<file path="src/design/spct_pkg.sv">
package spct_pkg;

   // shape kind codes
   localparam logic [1:0] KIND_PLANE  = 2'd0;
   localparam logic [1:0] KIND_CIRCLE = 2'd1;
   localparam logic [1:0] KIND_BOX    = 2'd2;

   // pair categories after operand swap
   localparam logic [2:0] CAT_NONE = 3'd0;
   localparam logic [2:0] CAT_PC   = 3'd1;   // plane, circle
   localparam logic [2:0] CAT_PB   = 3'd2;   // plane, box
   localparam logic [2:0] CAT_CC   = 3'd3;   // circle, circle
   localparam logic [2:0] CAT_CB   = 3'd4;   // circle, box
   localparam logic [2:0] CAT_BB   = 3'd5;   // box, box

   localparam logic signed [15:0] Q14_ONE = 16'sd16384;

   // per-request side data carried down the square root and divider stages
   typedef struct packed {
      logic               hit;
      logic               use_dir;
      logic signed [15:0] nfx;
      logic signed [15:0] nfy;
      logic               neg_x;
      logic               neg_y;
      logic [30:0]        hx;
      logic [30:0]        hy;
   } spct_carry_type;

endpackage

</file>
<file path="src/design/spct_div.sv">
module spct_div (
   input  logic                  clock,
   input  logic                  reset,
   input  logic                  en,
   input  logic                  in_valid,
   input  spct_pkg::spct_carry_type in_carry,
   input  logic [31:0]           in_len,
   output logic                  out_valid,
   output spct_pkg::spct_carry_type out_carry,
   output logic [14:0]           out_qx,
   output logic [14:0]           out_qy,
   output logic                  out_len_zero
);
   import spct_pkg::*;

   // one quotient bit per stage; quotient never exceeds Q14 one
   localparam int STAGES = 15;

   // ---------------- prep: rounded numerators
   logic           prep_valid_ff;
   spct_carry_type prep_carry_ff;
   logic [31:0]    prep_len_ff;
   logic [45:0]    prep_num_ff [2];

   // ---------------- iteration stages, lane 0 is x, lane 1 is y
   logic [STAGES-1:0] valid_ff;
   spct_carry_type    carry_ff [STAGES];
   spct_carry_type    carry_in [STAGES];
   logic [31:0]       len_ff   [STAGES];
   logic [31:0]       len_in   [STAGES];
   logic [31:0]       rem_ff   [STAGES][2];
   logic [31:0]       rem_in   [STAGES][2];
   logic [45:0]       num_ff   [STAGES][2];
   logic [45:0]       num_in   [STAGES][2];
   logic [14:0]       q_ff     [STAGES][2];
   logic [14:0]       q_in     [STAGES][2];

   always_comb begin
      logic [31:0] rem_p;
      logic [45:0] num_p;
      logic [14:0] q_p;
      logic [31:0] len_p;
      logic [32:0] t;
      for (int j = 0; j < STAGES; j++) begin
         if (j == 0) begin
            carry_in[j] = prep_carry_ff;
            len_p       = prep_len_ff;
         end else begin
            carry_in[j] = carry_ff[j-1];
            len_p       = len_ff[j-1];
         end
         len_in[j] = len_p;
         for (int l = 0; l < 2; l++) begin
            if (j == 0) begin
               num_p = prep_num_ff[l];
               rem_p = {1'b0, prep_num_ff[l][45:15]};
               q_p   = '0;
            end else begin
               num_p = num_ff[j-1][l];
               rem_p = rem_ff[j-1][l];
               q_p   = q_ff[j-1][l];
            end
            t = {rem_p, num_p[14-j]};
            if (t >= {1'b0, len_p}) begin
               rem_in[j][l] = 32'(t - {1'b0, len_p});
               q_in[j][l]   = {q_p[13:0], 1'b1};
            end else begin
               rem_in[j][l] = t[31:0];
               q_in[j][l]   = {q_p[13:0], 1'b0};
            end
            num_in[j][l] = num_p;
         end
      end
   end

   always_ff @(posedge clock) begin
      if (reset) begin
         prep_valid_ff <= 1'b0;
         valid_ff      <= '0;
      end else if (en) begin
         prep_valid_ff <= in_valid;
         valid_ff      <= {valid_ff[STAGES-2:0], prep_valid_ff};
      end
   end

   always_ff @(posedge clock) begin
      if (en) begin
         prep_carry_ff  <= in_carry;
         prep_len_ff    <= in_len;
         prep_num_ff[0] <= {1'b0, in_carry.hx, 14'd0} + {15'd0, in_len[31:1]};
         prep_num_ff[1] <= {1'b0, in_carry.hy, 14'd0} + {15'd0, in_len[31:1]};
         carry_ff       <= carry_in;
         len_ff         <= len_in;
         rem_ff         <= rem_in;
         num_ff         <= num_in;
         q_ff           <= q_in;
      end
   end

   assign out_valid    = valid_ff[STAGES-1];
   assign out_carry    = carry_ff[STAGES-1];
   assign out_qx       = q_ff[STAGES-1][0];
   assign out_qy       = q_ff[STAGES-1][1];
   assign out_len_zero = (len_ff[STAGES-1] == 32'd0);

endmodule

</file>
<file path="config.mk">
export PLATFORM = sky130hd
export DESIGN_NAME = spct_div
export DESIGN_NICKNAME = d
export VERILOG_FILES = /design/src/design/spct_pkg.sv /design/src/design/spct_div.sv
export SDC_FILE = /design/constraint.sdc
export NUM_CORES = 2
export LEC_CHECK = 0
export ABC_CLOCK_PERIOD_IN_PS = 3300
export BUFFER_PORTS_ARGS = -buffer_cell sky130_fd_sc_hd__buf_2
export CAP_MARGIN = 20
export CORE_MARGIN = 1.5
export CORE_UTILIZATION = 55
export DETAILED_ROUTE_END_ITERATION = 8
export HOLD_SLACK_MARGIN = 0.02
export PLACE_DENSITY = 0.74
export SYNTH_ARGS = -nofsm -noshare
export SYNTH_HDL_FRONTEND = slang
export SYNTH_SLANG_ARGS = --single-unit
</file>
<file path="constraint.sdc">
create_clock -name clock -period 3.3 [get_ports clock]
set_input_delay 0.495 -clock clock [delete_from_list [all_inputs] [get_ports clock]]
set_output_delay 0.495 -clock clock [all_outputs]
set_load 0.02 [all_outputs]
</file>
==> results.md <==
GRT:
- Global routing consumed, over all layers together, 35.1% of the routing resources.
- The initial antenna violation count is 21.
- The first global-routing pass estimated 755 mm of wire.
- Entering global routing, the biggest net connects 132 pins.
- The via count of the first global-routing pass is 116k.
- The total overflow reported by the global router is 0.

Worst setup path:
- Counting cells, the worst reg-to-reg path comes to 17.
- The critical path in this run is classified as register to register.
- STA classifies the critical path endpoint as a register.
- The end of the worst register-to-register path is rem_ff[407].
- The required arrival time at the worst endpoint is 3.97 ns.
- The worst stage delay on the critical path is 0.42 ns.
- Setup slack on the worst reg-to-reg path comes out at -0.57 ns.
- Along the worst path, the maximum fanout reaches 6.
- On the critical path, the stage with the largest delay is an instance of edfxtp_1.
- The critical register-to-register path startpoint is len_ff[230].
- STA classifies the critical path startpoint as a register.
- Data arrives at the worst endpoint at 4.54 ns.
- The critical path goes through inv_2 -> ha_4 -> a21o_1 -> a31oi_4 -> nand4_1 -> a31oi_4 -> o21ai_2 -> a211oi_2 -> buf_4 -> o21ai_4 -> a21oi_4 -> a21oi_2 -> nor4_4 -> buf_12 -> buf_12 -> buf_16 -> mux2_4.

Drt:
- Wires add up to 525 mm.
- The via count is 116k.
- The average routed wire per standard cell is 26.8 um.
- The number of detailed-routing iterations run before antenna repair is 8.
- The violation count after the first detailed-route iteration is 12.1k.
- Once detail routing completed, the nets flagged for antenna violations numbered 0.
- After detailed routing, the number of remaining DRC violations is 0.
- The ratio of routed vias to standard cells is 5.91.

Timing:
- Dividing the final minimum period by the clock period gives 117%.
- Setup repair after global routing could not meet its margin everywhere.
- Counting I/O delays and the setup requirement, the final critical path takes 3.87 ns.
- At the pin with the least slew margin, the transition time is 0.885 ns.
- The final-report setup violation count is 856.
- Once routing completed, OpenROAD measured the worst setup slack at -0.568 ns.
- The max-slew violation count is 0.
- On the final layout, the worst clock skew is 0.104 ns.
- The relative max-transition margin is 41.0%.
- The hold violation count in the final report is 0.
- Derived from the worst setup path, the maximum achievable clock frequency is 259 MHz.
- The final hold slack is 0.192 ns.

Yosys:
- The leading register cell type out of synthesis is edfxtp_1.
- The biggest area contributor in the post-synthesis netlist is edfxtp_1.
- Yosys printed 0 warnings.
- The count of flip-flops with a built-in enable after synthesis is 3280.
- In the synthesized netlist, the number of instances is 12.1k.
- The area share of the largest cell type after synthesis is 62.4%.
- The post-synthesis register bit count is 3296.
- The count of unique library cells instantiated by Yosys is 97.
- The sequential element share of the synthesized area is 62.6%.
- The synthesized netlist occupies a cell area of 158000 um^2.
- By area the synthesized netlist is led by edfxtp_1 (62%), ha_1 (7.8%), o21ai_0 (2.7%).
- The share of synthesized registers carrying an async set or reset is 0%.
- The mean post-synth cell area is 13.1 um^2.
- The total nets after synthesis is 13.2k.

Clock tree:
- The library cell used as clock root buffer is clkbuf_16.
- The H-tree was split into 5 levels.
- The later-pin clock latency in the skew report is 0.99 ns.
- The number of buffers between clock root and the deepest sink is 4.
- TritonCTS built the clock tree.
- After clock tree synthesis, the clock-pin slew on the worst setup and hold paths is 0.07 ns.
- CTS saw 3296 sinks.
- The number of CTS-inserted buffers is 334.

Die:
- The core region is 285000 um^2.
- From bottom edge to top edge, the die measures 539 um.
- The number of rows in the core area is 196.
- The initial cell density of the core is 55.3%.
- The die extent in x is 539 um.
- The die covers 290000 um^2.
- Pin placement for this block handled 264 I/O pins.

Power:
- The switching power of the nets is 77.5 mW.
- The internal portion of the total power is 130 mW.
- In this run the power density over the cells is 994 nW/um^2.
- VDD sags by at most 0.938 mV.
- The analysis attributes to cell leakage a power of 85.7 nW.
- Of the total power, the share spent switching nets is 37.3%.
- The clock network burns 18.9% of the power.
- The fraction of power consumed by sequential logic is 31.4%.
- The relative contribution of combinational cells to total power is 49.6%.

Finish:
- After routing the design area is 209000 um^2.
- The relative area change from synthesis to final layout is 32.2%.
- For this run, the post-layout net count is 16.7k.
- The fraction of layout instances using a drive strength above 1 is 33.2%.

Run:
- The tool flagged a number of max-cap violations equal to 0.

Run status:
- The checks that failed: negative setup slack.
- The run finished, with violations left.

Hold path:
- The startpoint identified for the worst hold timing path is en.
- The instance count along the most critical hold path is 2.
- The worst hold path terminates at carry_ff[648].
- The path category of the worst min-delay check is input port to register.

Place:
- The post-placement cell area is 182000 um^2.
- OpenSTA, run right after detailed placement, puts the worst setup slack at -0.890 ns.
- The HPWL after detailed placement is 368 mm.
- During placement, the flow inserted port buffers numbering 263.
- The congestion estimate from routability-driven global placement came to 0.992.
## state kept, by name, summed over array words and instances, names as in the netlist, 15 cells and up
register     flops
carry_in        98
valid_ff        15
len_ff         480
q_ff           210
prep_num_ff     64
out_carry       98
carry_ff      1372
out_qx          15
rem_ff         896
out_qy          15
prep_len_ff     32
## worst max-delay path by stage
| stage | endpoint | from | cells after the start | slack [ns] |
|---|---|---|---|---|
| global route | rem_ff[402] | rem_ff[455] | 16 | -0.67 |
| detailed placement | rem_ff[833] | len_ff[462] | 14 | -0.89 |
| global placement | rem_ff[833] | len_ff[450] | 14 | -0.87 |
| floorplan | rem_ff[420] | len_ff[225] | 15 | -0.14 |
| finish | rem_ff[407] | len_ff[230] | 17 | -0.57 |
| CTS | rem_ff[437] | len_ff[233] | 17 | -0.67 |
## cell families after synthesis
family,count (synthesis),share of synthesized area (%)
adder cells (fa/ha/maj),1010,8.15
AND/OR/NAND/NOR,2570,7.63
AO/OA/AOI/OAI,3021,12.0
XOR/XNOR,800,4.44
multiplexers,319,2.30
buffers and inverters,1075,2.95
flip-flops,3296,62.6
## cell type report
| type | instances | area (um^2) |
|---|---|---|
| multi-input cells | 7723 | 61600 |
| flip-flops and latches | 3296 | 98800 |
| clock inverters | 209 | 2540 |
| diodes | 10 | 25.0 |
| repair buffers | 3479 | 29700 |
| fillers | 18313 | 76600 |
| well taps | 3762 | 4710 |
| inverters | 720 | 2720 |
| clock buffers | 391 | 8630 |
## per-stage QoR
step                std cells  TNS, ns  util, %  power, mW
detailed placement      18253  -332.18     63.8        147
global route            19581  -263.77     73.1        216
floorplan               12091    -4.66        -        108
finish                  19590  -176.19     73.1        208
global placement        18253  -285.34     63.8        145
CTS                     19430  -136.19     71.9        200
## Yosys cell counts, types with 104 or more instances
library cell and n:
a21o_1 494, a21oi_1 817, ha_1 980, clkbuf_1 167, edfxtp_1 3280, mux2_2 234
nand2_1 933, nor2_1 596, nand4_1 151, o21a_1 114, buf_4 138, xor2_1 345
nand2b_1 120, o21ai_0 844, nand3_1 193, xnor2_1 455, nor2b_1 139, inv_1 718
nor3_1 118, o21bai_1 104
## critical path: cells and delay by family, from the launching register on
family | cells | cell delay (ns)
AND/OR/NAND/NOR | 2 | 0.48
AO/OA/AOI/OAI | 8 | 1.40
buffers and inverters | 5 | 0.73
flip-flops | 1 | 0.42
multiplexers | 1 | 0.32
adder cells (fa/ha/maj) | 1 | 0.22
## power by group through the flow
| stage | combinational, mW | sequential (mW) | clock, mW |
|---|---|---|---|
| after detailed placement | 81.3 | 65.4 | 0 |
| after CTS | 95.9 | 64.8 | 39.5 |
| after floorplan | 47.1 | 60.8 | 0 |
| final | 103 | 65.2 | 39.3 |
| after global routing | 109 | 65.4 | 41.1 |
| after global placement | 79.9 | 65.4 | 0 |
## layer usage
metal / global-route usage [%] / vias to the layer above / share of wire [%]
li1: - / 52283 / -
met1: 45.3 / 57041 / 39
met2: 58.8 / 5180 / 48
met3: 4.34 / 1300 / 6.6
met4: 16.8 / 12 / 5.8
met5: 0 / - / 0.016
## what timing repair did
| action | CTS | global route |
|---|---|---|
| endpoints found under the hold margin | 177 | 4 |
| hold buffers | 133 | 5 |
| setup buffers | 455 | 185 |
| resized for setup | 1408 | 622 |
| setup endpoints to repair | 912 | 938 |
| cloned | 67 | 11 |
| pin swaps | 418 | 306 |
## placed cells by master (no fill, tap or decap), types with 140 or more instances in the layout
master	netlist	routed
a21o_1	494	492
a21oi_1	817	660
buf_12	3	151
buf_2	37	262
buf_4	138	2690
buf_6	1	142
clkbuf_16	0	347
edfxtp_1	3280	3280
ha_1	980	870
inv_1	718	636
mux2_2	234	152
nand2_1	933	850
nand3_1	193	176
nand4_1	151	151
nor2_1	596	520
o21ai_0	844	581
o21ai_2	4	140
xnor2_1	455	451
xor2_1	345	343
No activity file was read; power rests on OpenSTA's default activity.
